File: config.mk
export PLATFORM = sky130hd
export DESIGN_NAME = text_console_cursor_engine_core_flat
export DESIGN_NICKNAME = d
export VERILOG_FILES = /design/src/hw/rtl/tcce_pkg.sv /design/src/hw/rtl/tcce_intf.sv /design/src/hw/rtl/text_console_cursor_engine_core.sv /design/src/flat_wrapper.sv
export VERILOG_INCLUDE_DIRS = /design/src /design/src/hw/rtl
export SDC_FILE = /design/constraint.sdc
export NUM_CORES = 1
export LEC_CHECK = 0
export BUFFER_PORTS_ARGS = -buffer_cell sky130_fd_sc_hd__clkbuf_2
export CORE_MARGIN = 2
export CORE_UTILIZATION = 40
export CTS_CLUSTER_DIAMETER = 30
export DETAILED_ROUTE_END_ITERATION = 8
export HOLD_SLACK_MARGIN = 0.03
export PLACE_DENSITY_LB_ADDON = 0.3
export SETUP_SLACK_MARGIN = 0.02
export SLEW_MARGIN = 20
export SYNTH_ARGS = -nofsm -noshare
export SYNTH_HDL_FRONTEND = slang
export SYNTH_SLANG_ARGS = --single-unit
File: constraint.sdc
create_clock -name clk_i -period 12.9 [get_ports clk_i]
set_input_delay 3.225 -clock clk_i [delete_from_list [all_inputs] [get_ports clk_i]]
set_output_delay 3.225 -clock clk_i [all_outputs]
set_load 0.05 [all_outputs]
File: src/hw/rtl/text_console_cursor_engine_core_macros.svh
// Assertion macros for the text console cursor engine.
// Every macro samples on clk_i and is disabled while rst_ni is low.
`ifndef TEXT_CONSOLE_CURSOR_ENGINE_CORE_MACROS_SVH
`define TEXT_CONSOLE_CURSOR_ENGINE_CORE_MACROS_SVH

// A property that must hold at every clock edge out of reset.
`define TCCE_ASSERT(lbl, prop, msg) \
  lbl: assert property (@(posedge clk_i) disable iff (!rst_ni) (prop)) else $error(msg);

// A condition that must be followed by a consequence in the next cycle.
`define TCCE_ASSERT_NEXT(lbl, ante, cons, msg) \
  lbl: assert property (@(posedge clk_i) disable iff (!rst_ni) (ante) |=> (cons)) \
    else $error(msg);

`endif

File: src/hw/rtl/tcce_pkg.sv
// Shared types and constants of the text console cursor engine.
// No dependencies; used by the channel interfaces and the top level.
package tcce_pkg;

  // Field and state widths.
  localparam int unsigned CodeW   = 8;
  localparam int unsigned CoordW  = 12;
  localparam int unsigned PosW    = 13;
  localparam int unsigned SpanW   = 14;
  localparam int unsigned CellW   = 6;
  localparam int unsigned CountW  = 8;
  localparam int unsigned FontXW  = 8;
  localparam int unsigned FontYW  = 10;

  // Configuration port.
  localparam int unsigned CfgIdxW  = 3;
  localparam int unsigned CfgDataW = 12;

  // A tab advances by eight cells, a shift by three.
  localparam int unsigned TabShift = 3;

  // Register reset values.
  localparam logic [CoordW-1:0] ScreenWidthRst = 12'd1920;
  localparam logic [CellW-1:0]  CharWidthRst   = 6'd8;
  localparam logic [CellW-1:0]  CharHeightRst  = 6'd16;
  localparam logic [CountW-1:0] ColumnsRst     = 8'd80;
  localparam logic [CountW-1:0] RowCountRst    = 8'd65;
  localparam logic [SpanW-1:0]  SpanRst        = SpanW'(80 * 8);
  localparam logic [SpanW-1:0]  BottomRst      = SpanW'(65 * 16);

  // Register indexes on the configuration port.
  typedef enum logic [CfgIdxW-1:0] {
    REG_SCREEN_WIDTH = 3'd0,
    REG_CHAR_WIDTH   = 3'd1,
    REG_CHAR_HEIGHT  = 3'd2,
    REG_COLUMNS      = 3'd3,
    REG_ROW_COUNT    = 3'd4
  } cfg_idx_e;

  // Character codes with a meaning of their own.
  localparam logic [CodeW-1:0] CHAR_NUL   = 8'h00;
  localparam logic [CodeW-1:0] CHAR_BS    = 8'h08;
  localparam logic [CodeW-1:0] CHAR_TAB   = 8'h09;
  localparam logic [CodeW-1:0] CHAR_LF    = 8'h0A;
  localparam logic [CodeW-1:0] CHAR_CR    = 8'h0D;
  localparam logic [CodeW-1:0] CHAR_SPACE = 8'h20;

  // Draw command kinds.
  typedef enum logic {
    CMD_GLYPH = 1'b0,
    CMD_CLEAR = 1'b1
  } cmd_kind_e;

  // One draw command.
  typedef struct packed {
    cmd_kind_e          command_kind;
    logic [CoordW-1:0]  dest_x;
    logic [CoordW-1:0]  dest_y;
    logic [CoordW-1:0]  rect_width;
    logic [CoordW-1:0]  rect_height;
    logic [FontXW-1:0]  font_x;
    logic [FontYW-1:0]  font_y;
    logic               last_of_run;
  } cmd_t;

endpackage

File: src/hw/rtl/tcce_intf.sv
// Valid/ready channel interfaces of the text console cursor engine.
// Depends on tcce_pkg for field widths and the command kind type.

// Character input channel.
interface tcce_char_if;
  import tcce_pkg::*;

  logic             valid;
  logic             ready;
  logic [CodeW-1:0] char_byte;

  modport source (output valid, output char_byte, input ready);
  modport sink (input valid, input char_byte, output ready);
endinterface

// Draw command output channel.
interface tcce_cmd_if;
  import tcce_pkg::*;

  logic              valid;
  logic              ready;
  cmd_kind_e         command_kind;
  logic [CoordW-1:0] dest_x;
  logic [CoordW-1:0] dest_y;
  logic [CoordW-1:0] rect_width;
  logic [CoordW-1:0] rect_height;
  logic [FontXW-1:0] font_x;
  logic [FontYW-1:0] font_y;
  logic              last_of_run;

  modport source (
    output valid, output command_kind, output dest_x, output dest_y,
    output rect_width, output rect_height, output font_x, output font_y,
    output last_of_run, input ready
  );
  modport sink (
    input valid, input command_kind, input dest_x, input dest_y,
    input rect_width, input rect_height, input font_x, input font_y,
    input last_of_run, output ready
  );
endinterface

File: src/hw/rtl/text_console_cursor_engine_core.sv
// Text console cursor engine core; uses tcce_pkg, tcce_intf.sv and the assertion macro header.
// A character passes through the input register and then the result buffer before its first command is valid.
// Throughput: one character per cycle while each gives at most one command and cmd_o is ready;
// a glyph with a pane clear fills the two-entry result buffer, so the next character waits for the glyph to go.
// The first character after a configuration write waits for the pane sizes to be registered.
// Reset (async, active low) loads register defaults, homes cursor and pane, empties buffers.
`include "text_console_cursor_engine_core_macros.svh"

module text_console_cursor_engine_core (
  input  logic                           clk_i,
  input  logic                           rst_ni,
  tcce_char_if.sink                      char_i,
  tcce_cmd_if.source                     cmd_o,
  input  logic                           cfg_we_i,
  input  logic [tcce_pkg::CfgIdxW-1:0]   cfg_idx_i,
  input  logic [tcce_pkg::CfgDataW-1:0]  cfg_data_i
);
  import tcce_pkg::*;

  // Configuration registers and the products derived from them.
  logic [CoordW-1:0] screen_width_q;
  logic [CellW-1:0]  char_width_q, char_height_q;
  logic [CountW-1:0] columns_q, row_count_q;
  logic [SpanW-1:0]  span_q, span_d, bottom_q, bottom_d;
  logic              cfg_wr_q;

  // Cursor and pane state.
  logic [PosW-1:0]   cursor_x_q, cursor_x_d, cursor_y_q, cursor_y_d;
  logic [CoordW-1:0] pane_left_q, pane_left_d;
  logic [PosW-1:0]   pane_right_q, pane_right_d;

  // Input register.
  logic              in_v_q, in_v_d;
  logic [CodeW-1:0]  char_q;
  logic              in_xfer, consume;

  // Result buffer: slot 0 is presented, slot 1 waits behind it.
  logic [1:0]        cnt_q, cnt_d;
  cmd_t              res0_q, res0_d, res1_q, res1_d;
  logic              out_xfer;

  // Step datapath.
  logic [8:0]        px;
  logic [SpanW-1:0]  x_sum, y_next, rnd, right_sum;
  logic [SpanW:0]    y_chk, fit_sum;
  logic              wrap, over, fits;
  logic [CoordW-1:0] new_left;
  logic [PosW-1:0]   new_right, clear_w;
  logic [CodeW-1:0]  glyph_code;
  logic [8:0]        fx_full;
  logic [10:0]       fy_full;
  logic              glyph, adv, down, moved;
  cmd_t              glyph_cmd, clear_cmd;

  // Checked conditions.
  logic              pair_ok;
  logic [PosW-1:0]   span_right;

  // Configuration writes; unknown indexes are ignored.
  always_ff @(posedge clk_i or negedge rst_ni) begin
    if (!rst_ni) begin
      screen_width_q <= ScreenWidthRst;
      char_width_q   <= CharWidthRst;
      char_height_q  <= CharHeightRst;
      columns_q      <= ColumnsRst;
      row_count_q    <= RowCountRst;
    end else if (cfg_we_i) begin
      unique case (cfg_idx_e'(cfg_idx_i))
        REG_SCREEN_WIDTH: screen_width_q <= cfg_data_i[CoordW-1:0];
        REG_CHAR_WIDTH:   char_width_q   <= cfg_data_i[CellW-1:0];
        REG_CHAR_HEIGHT:  char_height_q  <= cfg_data_i[CellW-1:0];
        REG_COLUMNS:      columns_q      <= cfg_data_i[CountW-1:0];
        REG_ROW_COUNT:    row_count_q    <= cfg_data_i[CountW-1:0];
        default: ;
      endcase
    end
  end

  // Pane width and pane height in pixels, registered from the configuration registers.
  assign span_d   = SpanW'(columns_q) * SpanW'(char_width_q);
  assign bottom_d = SpanW'(row_count_q) * SpanW'(char_height_q);

  always_ff @(posedge clk_i or negedge rst_ni) begin
    if (!rst_ni) begin
      span_q   <= SpanRst;
      bottom_q <= BottomRst;
      cfg_wr_q <= 1'b0;
    end else begin
      span_q   <= span_d;
      bottom_q <= bottom_d;
      cfg_wr_q <= cfg_we_i;
    end
  end

  // Input register handshake; a character waits while the pane sizes catch up.
  assign out_xfer     = cmd_o.valid && cmd_o.ready;
  assign consume      = in_v_q && !cfg_wr_q &&
                        ((cnt_q == 2'd0) || ((cnt_q == 2'd1) && cmd_o.ready));
  assign char_i.ready = !in_v_q || consume;
  assign in_xfer      = char_i.valid && char_i.ready;

  always_comb begin
    in_v_d = in_v_q;
    if (in_xfer) begin
      in_v_d = 1'b1;
    end else if (consume) begin
      in_v_d = 1'b0;
    end
  end

  always_ff @(posedge clk_i or negedge rst_ni) begin
    if (!rst_ni) begin
      in_v_q <= 1'b0;
    end else begin
      in_v_q <= in_v_d;
    end
  end

  always_ff @(posedge clk_i) begin
    if (in_xfer) begin
      char_q <= char_i.char_byte;
    end
  end

  // Cursor advance and right edge test.
  assign px     = (char_q == CHAR_TAB) ? (9'(char_width_q) << TabShift) : 9'(char_width_q);
  assign x_sum  = {1'b0, cursor_x_q} + SpanW'(px);
  assign wrap   = x_sum >= {1'b0, pane_right_q};

  // Row step and bottom test.
  assign y_next = {1'b0, cursor_y_q} + SpanW'(char_height_q);
  assign y_chk  = {1'b0, y_next} + (SpanW+1)'(char_height_q);
  assign over   = y_chk > {1'b0, bottom_q};

  // Next pane position: right of the current one on a 4-pixel boundary, or back to 0.
  assign fit_sum   = {2'b00, pane_right_q} + {1'b0, span_q};
  assign fits      = fit_sum <= (SpanW+1)'(screen_width_q);
  assign rnd       = {1'b0, pane_right_q} + SpanW'(3);
  assign new_left  = fits ? {rnd[CoordW-1:2], 2'b00} : '0;
  assign right_sum = SpanW'(new_left) + span_q;
  assign new_right = right_sum[PosW-1:0];
  assign clear_w   = new_right - PosW'(new_left);

  // Font sheet source; codes 1 to 32 other than the control codes are drawn as a space.
  assign glyph_code = (char_q <= CHAR_SPACE) ? CHAR_SPACE : char_q;
  assign fx_full    = 9'(char_width_q) * 9'(glyph_code[7:5]);
  assign fy_full    = 11'(char_height_q) * 11'(glyph_code[4:0]);

  // Control code decode and the cursor and pane update.
  always_comb begin
    cursor_x_d   = cursor_x_q;
    cursor_y_d   = cursor_y_q;
    pane_left_d  = pane_left_q;
    pane_right_d = pane_right_q;
    glyph        = 1'b0;
    adv          = 1'b0;
    down         = 1'b0;
    moved        = 1'b0;
    unique case (char_q)
      CHAR_NUL: ;
      CHAR_CR: cursor_x_d = PosW'(pane_left_q);
      CHAR_LF: down = 1'b1;
      CHAR_TAB: adv = 1'b1;
      CHAR_BS: begin
        if (cursor_x_q >= PosW'(char_width_q)) begin
          cursor_x_d = cursor_x_q - PosW'(char_width_q);
        end else if (cursor_y_q > PosW'(char_height_q)) begin
          cursor_x_d = pane_right_q - PosW'(char_width_q);
          cursor_y_d = cursor_y_q - PosW'(char_height_q);
        end
      end
      default: begin
        glyph = 1'b1;
        adv   = 1'b1;
      end
    endcase
    if (adv) begin
      if (wrap) begin
        cursor_x_d = PosW'(pane_left_q);
        down       = 1'b1;
      end else begin
        cursor_x_d = x_sum[PosW-1:0];
      end
    end
    if (down) begin
      if (over) begin
        moved        = 1'b1;
        pane_left_d  = new_left;
        pane_right_d = new_right;
        cursor_x_d   = PosW'(new_left);
        cursor_y_d   = '0;
      end else begin
        cursor_y_d = y_next[PosW-1:0];
      end
    end
  end

  always_ff @(posedge clk_i or negedge rst_ni) begin
    if (!rst_ni) begin
      cursor_x_q   <= '0;
      cursor_y_q   <= '0;
      pane_left_q  <= '0;
      pane_right_q <= SpanRst[PosW-1:0];
    end else if (consume) begin
      cursor_x_q   <= cursor_x_d;
      cursor_y_q   <= cursor_y_d;
      pane_left_q  <= pane_left_d;
      pane_right_q <= pane_right_d;
    end
  end

  // Commands built from the state before the update (glyph) and after it (clear).
  always_comb begin
    glyph_cmd.command_kind = CMD_GLYPH;
    glyph_cmd.dest_x       = cursor_x_q[CoordW-1:0];
    glyph_cmd.dest_y       = cursor_y_q[CoordW-1:0];
    glyph_cmd.rect_width   = CoordW'(char_width_q);
    glyph_cmd.rect_height  = CoordW'(char_height_q);
    glyph_cmd.font_x       = fx_full[FontXW-1:0];
    glyph_cmd.font_y       = fy_full[FontYW-1:0];
    glyph_cmd.last_of_run  = !moved;

    clear_cmd.command_kind = CMD_CLEAR;
    clear_cmd.dest_x       = new_left;
    clear_cmd.dest_y       = '0;
    clear_cmd.rect_width   = clear_w[CoordW-1:0];
    clear_cmd.rect_height  = bottom_q[CoordW-1:0];
    clear_cmd.font_x       = '0;
    clear_cmd.font_y       = '0;
    clear_cmd.last_of_run  = 1'b1;
  end

  // Result buffer: drain on output transfers, refill when a character is consumed.
  always_comb begin
    cnt_d  = cnt_q;
    res0_d = res0_q;
    res1_d = res1_q;
    if (out_xfer) begin
      if (cnt_q == 2'd2) begin
        res0_d = res1_q;
        cnt_d  = 2'd1;
      end else begin
        cnt_d = 2'd0;
      end
    end
    if (consume) begin
      cnt_d  = {glyph & moved, glyph ^ moved};
      res0_d = glyph ? glyph_cmd : clear_cmd;
      res1_d = clear_cmd;
    end
  end

  always_ff @(posedge clk_i or negedge rst_ni) begin
    if (!rst_ni) begin
      cnt_q <= 2'd0;
    end else begin
      cnt_q <= cnt_d;
    end
  end

  always_ff @(posedge clk_i) begin
    res0_q <= res0_d;
    res1_q <= res1_d;
  end

  // Output channel.
  assign cmd_o.valid        = cnt_q != 2'd0;
  assign cmd_o.command_kind = res0_q.command_kind;
  assign cmd_o.dest_x       = res0_q.dest_x;
  assign cmd_o.dest_y       = res0_q.dest_y;
  assign cmd_o.rect_width   = res0_q.rect_width;
  assign cmd_o.rect_height  = res0_q.rect_height;
  assign cmd_o.font_x       = res0_q.font_x;
  assign cmd_o.font_y       = res0_q.font_y;
  assign cmd_o.last_of_run  = res0_q.last_of_run;

  // Conditions used by the checks below.
  assign pair_ok    = (res0_q.command_kind == CMD_GLYPH) &&
                      (res1_q.command_kind == CMD_CLEAR) && !res0_q.last_of_run;
  assign span_right = PosW'(SpanW'(pane_left_q) + span_q);

  // The buffer never holds more than a glyph and a clear.
  `TCCE_ASSERT(a_cnt_range, cnt_q != 2'd3, "result buffer count out of range")
  // A full buffer always holds a glyph that is not last, followed by a clear.
  `TCCE_ASSERT(a_pair_order, (cnt_q == 2'd2) |-> pair_ok, "bad result pair")
  // After a pane move the pane spans exactly one pane width.
  `TCCE_ASSERT_NEXT(a_pane_span, consume && moved, pane_right_q == span_right, "bad pane span")

endmodule
File: src/flat_wrapper.sv
// flat-port wrapper written by rule: the top's interface ports become plain ports
module text_console_cursor_engine_core_flat import tcce_pkg::*;
  (clk_i, rst_ni, cfg_we_i, cfg_idx_i, cfg_data_i, char_i_valid, char_i_char_byte, char_i_ready, cmd_o_valid, cmd_o_command_kind, cmd_o_dest_x, cmd_o_dest_y, cmd_o_rect_width, cmd_o_rect_height, cmd_o_font_x, cmd_o_font_y, cmd_o_last_of_run, cmd_o_ready);
  tcce_char_if char_i_i ();
  tcce_cmd_if cmd_o_i ();
  input  logic clk_i;
  input  logic rst_ni;
  input  logic cfg_we_i;
  input  logic [tcce_pkg::CfgIdxW-1:0] cfg_idx_i;
  input  logic [tcce_pkg::CfgDataW-1:0] cfg_data_i;
  input wire logic [$bits(char_i_i.valid)-1:0] char_i_valid;
  input wire logic [$bits(char_i_i.char_byte)-1:0] char_i_char_byte;
  output wire logic [$bits(char_i_i.ready)-1:0] char_i_ready;
  output wire logic [$bits(cmd_o_i.valid)-1:0] cmd_o_valid;
  output wire logic [$bits(cmd_o_i.command_kind)-1:0] cmd_o_command_kind;
  output wire logic [$bits(cmd_o_i.dest_x)-1:0] cmd_o_dest_x;
  output wire logic [$bits(cmd_o_i.dest_y)-1:0] cmd_o_dest_y;
  output wire logic [$bits(cmd_o_i.rect_width)-1:0] cmd_o_rect_width;
  output wire logic [$bits(cmd_o_i.rect_height)-1:0] cmd_o_rect_height;
  output wire logic [$bits(cmd_o_i.font_x)-1:0] cmd_o_font_x;
  output wire logic [$bits(cmd_o_i.font_y)-1:0] cmd_o_font_y;
  output wire logic [$bits(cmd_o_i.last_of_run)-1:0] cmd_o_last_of_run;
  input wire logic [$bits(cmd_o_i.ready)-1:0] cmd_o_ready;
  assign char_i_i.valid = char_i_valid;
  assign char_i_i.char_byte = char_i_char_byte;
  assign char_i_ready = char_i_i.ready;
  assign cmd_o_valid = cmd_o_i.valid;
  assign cmd_o_command_kind = cmd_o_i.command_kind;
  assign cmd_o_dest_x = cmd_o_i.dest_x;
  assign cmd_o_dest_y = cmd_o_i.dest_y;
  assign cmd_o_rect_width = cmd_o_i.rect_width;
  assign cmd_o_rect_height = cmd_o_i.rect_height;
  assign cmd_o_font_x = cmd_o_i.font_x;
  assign cmd_o_font_y = cmd_o_i.font_y;
  assign cmd_o_last_of_run = cmd_o_i.last_of_run;
  assign cmd_o_i.ready = cmd_o_ready;
  text_console_cursor_engine_core u_core (.clk_i(clk_i), .rst_ni(rst_ni), .char_i(char_i_i), .cmd_o(cmd_o_i), .cfg_we_i(cfg_we_i), .cfg_idx_i(cfg_idx_i), .cfg_data_i(cfg_data_i));
endmodule
==> metrics.txt <==
Max Transition Viols Final 0; most frequently used flop master after synthesis edfxtp_1; Worst Skew 0.0416 ns; post-route setup TNS 0 ns; met1 usage 30.1%; floorplan row count 78; Placer Congestion 0.946; Core Box Area 45200 um2; number of buffers added for setup after CTS 0; Iter 0 DRT Violations 1208; worst skew pair latency 0.62 ns; met3 capacity usage during global routing 5.63%; Seq/Total Area, Yosys 34.8%; Tmin final 7.75 ns; height of the chip 218 um; count of filler cells inserted in the layout 4171; fmax 0.129 GHz; Num Clock Sinks 231; global route hottest layer met2; delay of the slowest critical-path stage 0.64 ns; pin count of the biggest net entering global routing 69; total clock buffers created by CTS 56; Antenna Nets Post-Route 0; Min Hold Slack 0.444 ns; top-level I/O count 98; unrepaired setup endpoints after global routing false; GR Util All Layers 21.9%; aggregate routed wire length 51400 um; class of the tightest hold or removal check flip-flop to flip-flop; max-capacitance violation count 0; post-synthesis cell count 1897; asr flop ratio synth 52.4%; Syn Std Cell Area 18200 um2; number of buffer cells added on primary ports 97; overall via count from detail_route 14.7k; outcome finished clean; Worst Setup Start Kind flip-flop; flip-flop and latch count after synthesis 231; DIE AREA 47300 um2; global routing usage on met2 33.1%; First-pass DRT Iterations 6; clock slew at reported path FFs 0.05 ns; top library cells by usage in the layout, fill and taps aside nand2_1, ha_1, inv_1; post-synthesis net count 2177; Warnings, synthesis 0; final net count 2260; Chip Width 218 um; worst max-slew margin expressed relative to the limit 31.2%; highest net fanout along the worst path 25; post-detailed-placement half-perimeter wirelength 38000 um; setup violation total in the final timing report 0; distinct cell type count after synthesis 89; starting density of the core 40.4%; gr ovfl total 0; number of antenna violations at the first check in global routing 0; cells resized by post-CTS repair 0; number of antenna cells inserted 0; clock tree from TritonCTS yes; drt drc 0; final cycle utilization of the critical path 60.1%; Critical Path AT 8.10 ns; register area 6350 um2; hold_buf cts 0; share of cells above drive strength 1 14.3%; routed wire length per instance 19.6 um; number of buffers between clock root and the deepest sink 3; most common cell after layout, fill and taps aside nand2_1; depth of the CTS H-tree 2; number of enable flip-flop cells after synthesis 110; Worst Path Required 13.25 ns; clock tree root buffer cell clkbuf_16; wire length of the first global-routing pass 80800 um; number of global-route vias before repair 14.5k; routed via count divided by cell count 5.58; Hold Violations, Final 0; nature of the critical path endpoint flip-flop; class of the most critical setup path flip-flop to flip-flop; layout overhead on the synthesized area 16.0%; multi-input gate area in the final layout 10900 um2; Worst path slowest cell a2111oi_0; slew at the pin with the worst max-slew slack 1.02 ns; mean post-synth cell area 9.62 um2
[stage by stage]
stage          setup WS [ns]  util (%)  std cells  instance area [um2]
2_1_floorplan           5.52         -       1897                18200
3_3_place_gp            5.38      42.5       2522                19200
3_5_place_dp            5.28      42.5       2522                19200
4_1_cts                 5.25      46.9       2628                21200
5_1_grt                 4.61      46.9       2628                21200
6_report                5.15      46.9       2628                21200
[cell families (layout without fill, tap and decap cells)]
family          after synthesis  count (layout)  synth area share, %
compound gates              427             427                 15.6
xor+xnor                    111             111                 5.33
fa+ha+maj                   252             252                 20.3
buf+inv                     262             393                 5.67
flops                       231             231                 34.8
mux                          48              48                 2.83
simple gates                566             566                 15.4
[synthesized netlist by cell type (44+ instances only)]
master / n / area share (%)
nand2_1: 193 / 4.0
ha_1: 178 / 12
inv_1: 177 / 3.6
edfxtp_1: 110 / 18
dfrtp_1: 105 / 14
a21oi_1: 103 / 2.8
nor2_1: 96 / 2.0
o21ai_0: 93 / 2.6
fa_1: 74 / 8.1
xnor2_1: 73 / 3.5
clkbuf_1: 65 / 1.3
and2_1: 64 / 2.2
nand3_1: 44 / 1.2
[critical path: cells and delay by family (launching register included)]
| family | cells | cell delay, ns |
|---|---|---|
| simple gates | 9 | 1.87 |
| fa+ha+maj | 4 | 1.45 |
| compound gates | 12 | 2.78 |
| buf+inv | 1 | 0.09 |
| flops | 1 | 0.63 |
| xor+xnor | 4 | 0.69 |
[layout make-up]
type                            count  share of cell area [%]
Multi-Input combinational cell   1404                    51.4
Timing Repair Buffer              107                    2.66
Tap cell                          600                    3.55
Clock buffer                       74                    7.28
Inverter                          180                    3.19
Clock inverter                     32                    1.92
Sequential cell                   231                    30.0
[worst paths after layout]
path,cells after the start,slack [ns],endpoint,start
worst max-delay path,30,5.15,u_core.cmd_o.rect_width[11]$_DFFE_PP_,u_core.pane_right_q[7]$_DFFE_PN1P_
worst min-delay path,0,0.44,u_core.res1_q[24]$_DFFE_PP_,u_core.bottom_q[5]$_DFF_PN0_
worst max register to register,30,5.15,u_core.cmd_o.rect_width[11]$_DFFE_PP_,u_core.pane_right_q[7]$_DFFE_PN1P_
worst min register to register,0,0.44,u_core.res1_q[24]$_DFFE_PP_,u_core.bottom_q[5]$_DFF_PN0_
max in group asynchronous,2,8.77,u_core.screen_width_q[11]$_DFFE_PN0P_,rst_ni
min in group asynchronous,1,2.67,u_core.char_height_q[1]$_DFFE_PN0P_,rst_ni
[registers in the layout (all words and copies together), names as in the netlist, 10 cells and up]
signal                    flops
u_core.span_q                14
u_core.cursor_y_q            13
u_core.cmd_o.dest_y          12
u_core.cmd_o.rect_width      12
u_core.cmd_o.rect_height     12
u_core.cmd_o.font_y          10
u_core.pane_left_q           10
u_core.res1_q                34
u_core.pane_right_q          13
u_core.bottom_q              14
u_core.screen_width_q        12
u_core.cursor_x_q            13
u_core.cmd_o.dest_x          12
[layer usage]
| layer | part of all wire (%) | up-vias |
|---|---|---|
| met4 | 3.0 | 0 |
| met5 | 0 | - |
| met3 | 8.0 | 90 |
| met1 | 45 | 7193 |
| li1 | - | 6866 |
| met2 | 45 | 527 |
Power is left out: the tool's default activity adds up to more than one toggle a clock period on the data nets, which glitch-free logic cannot reach.
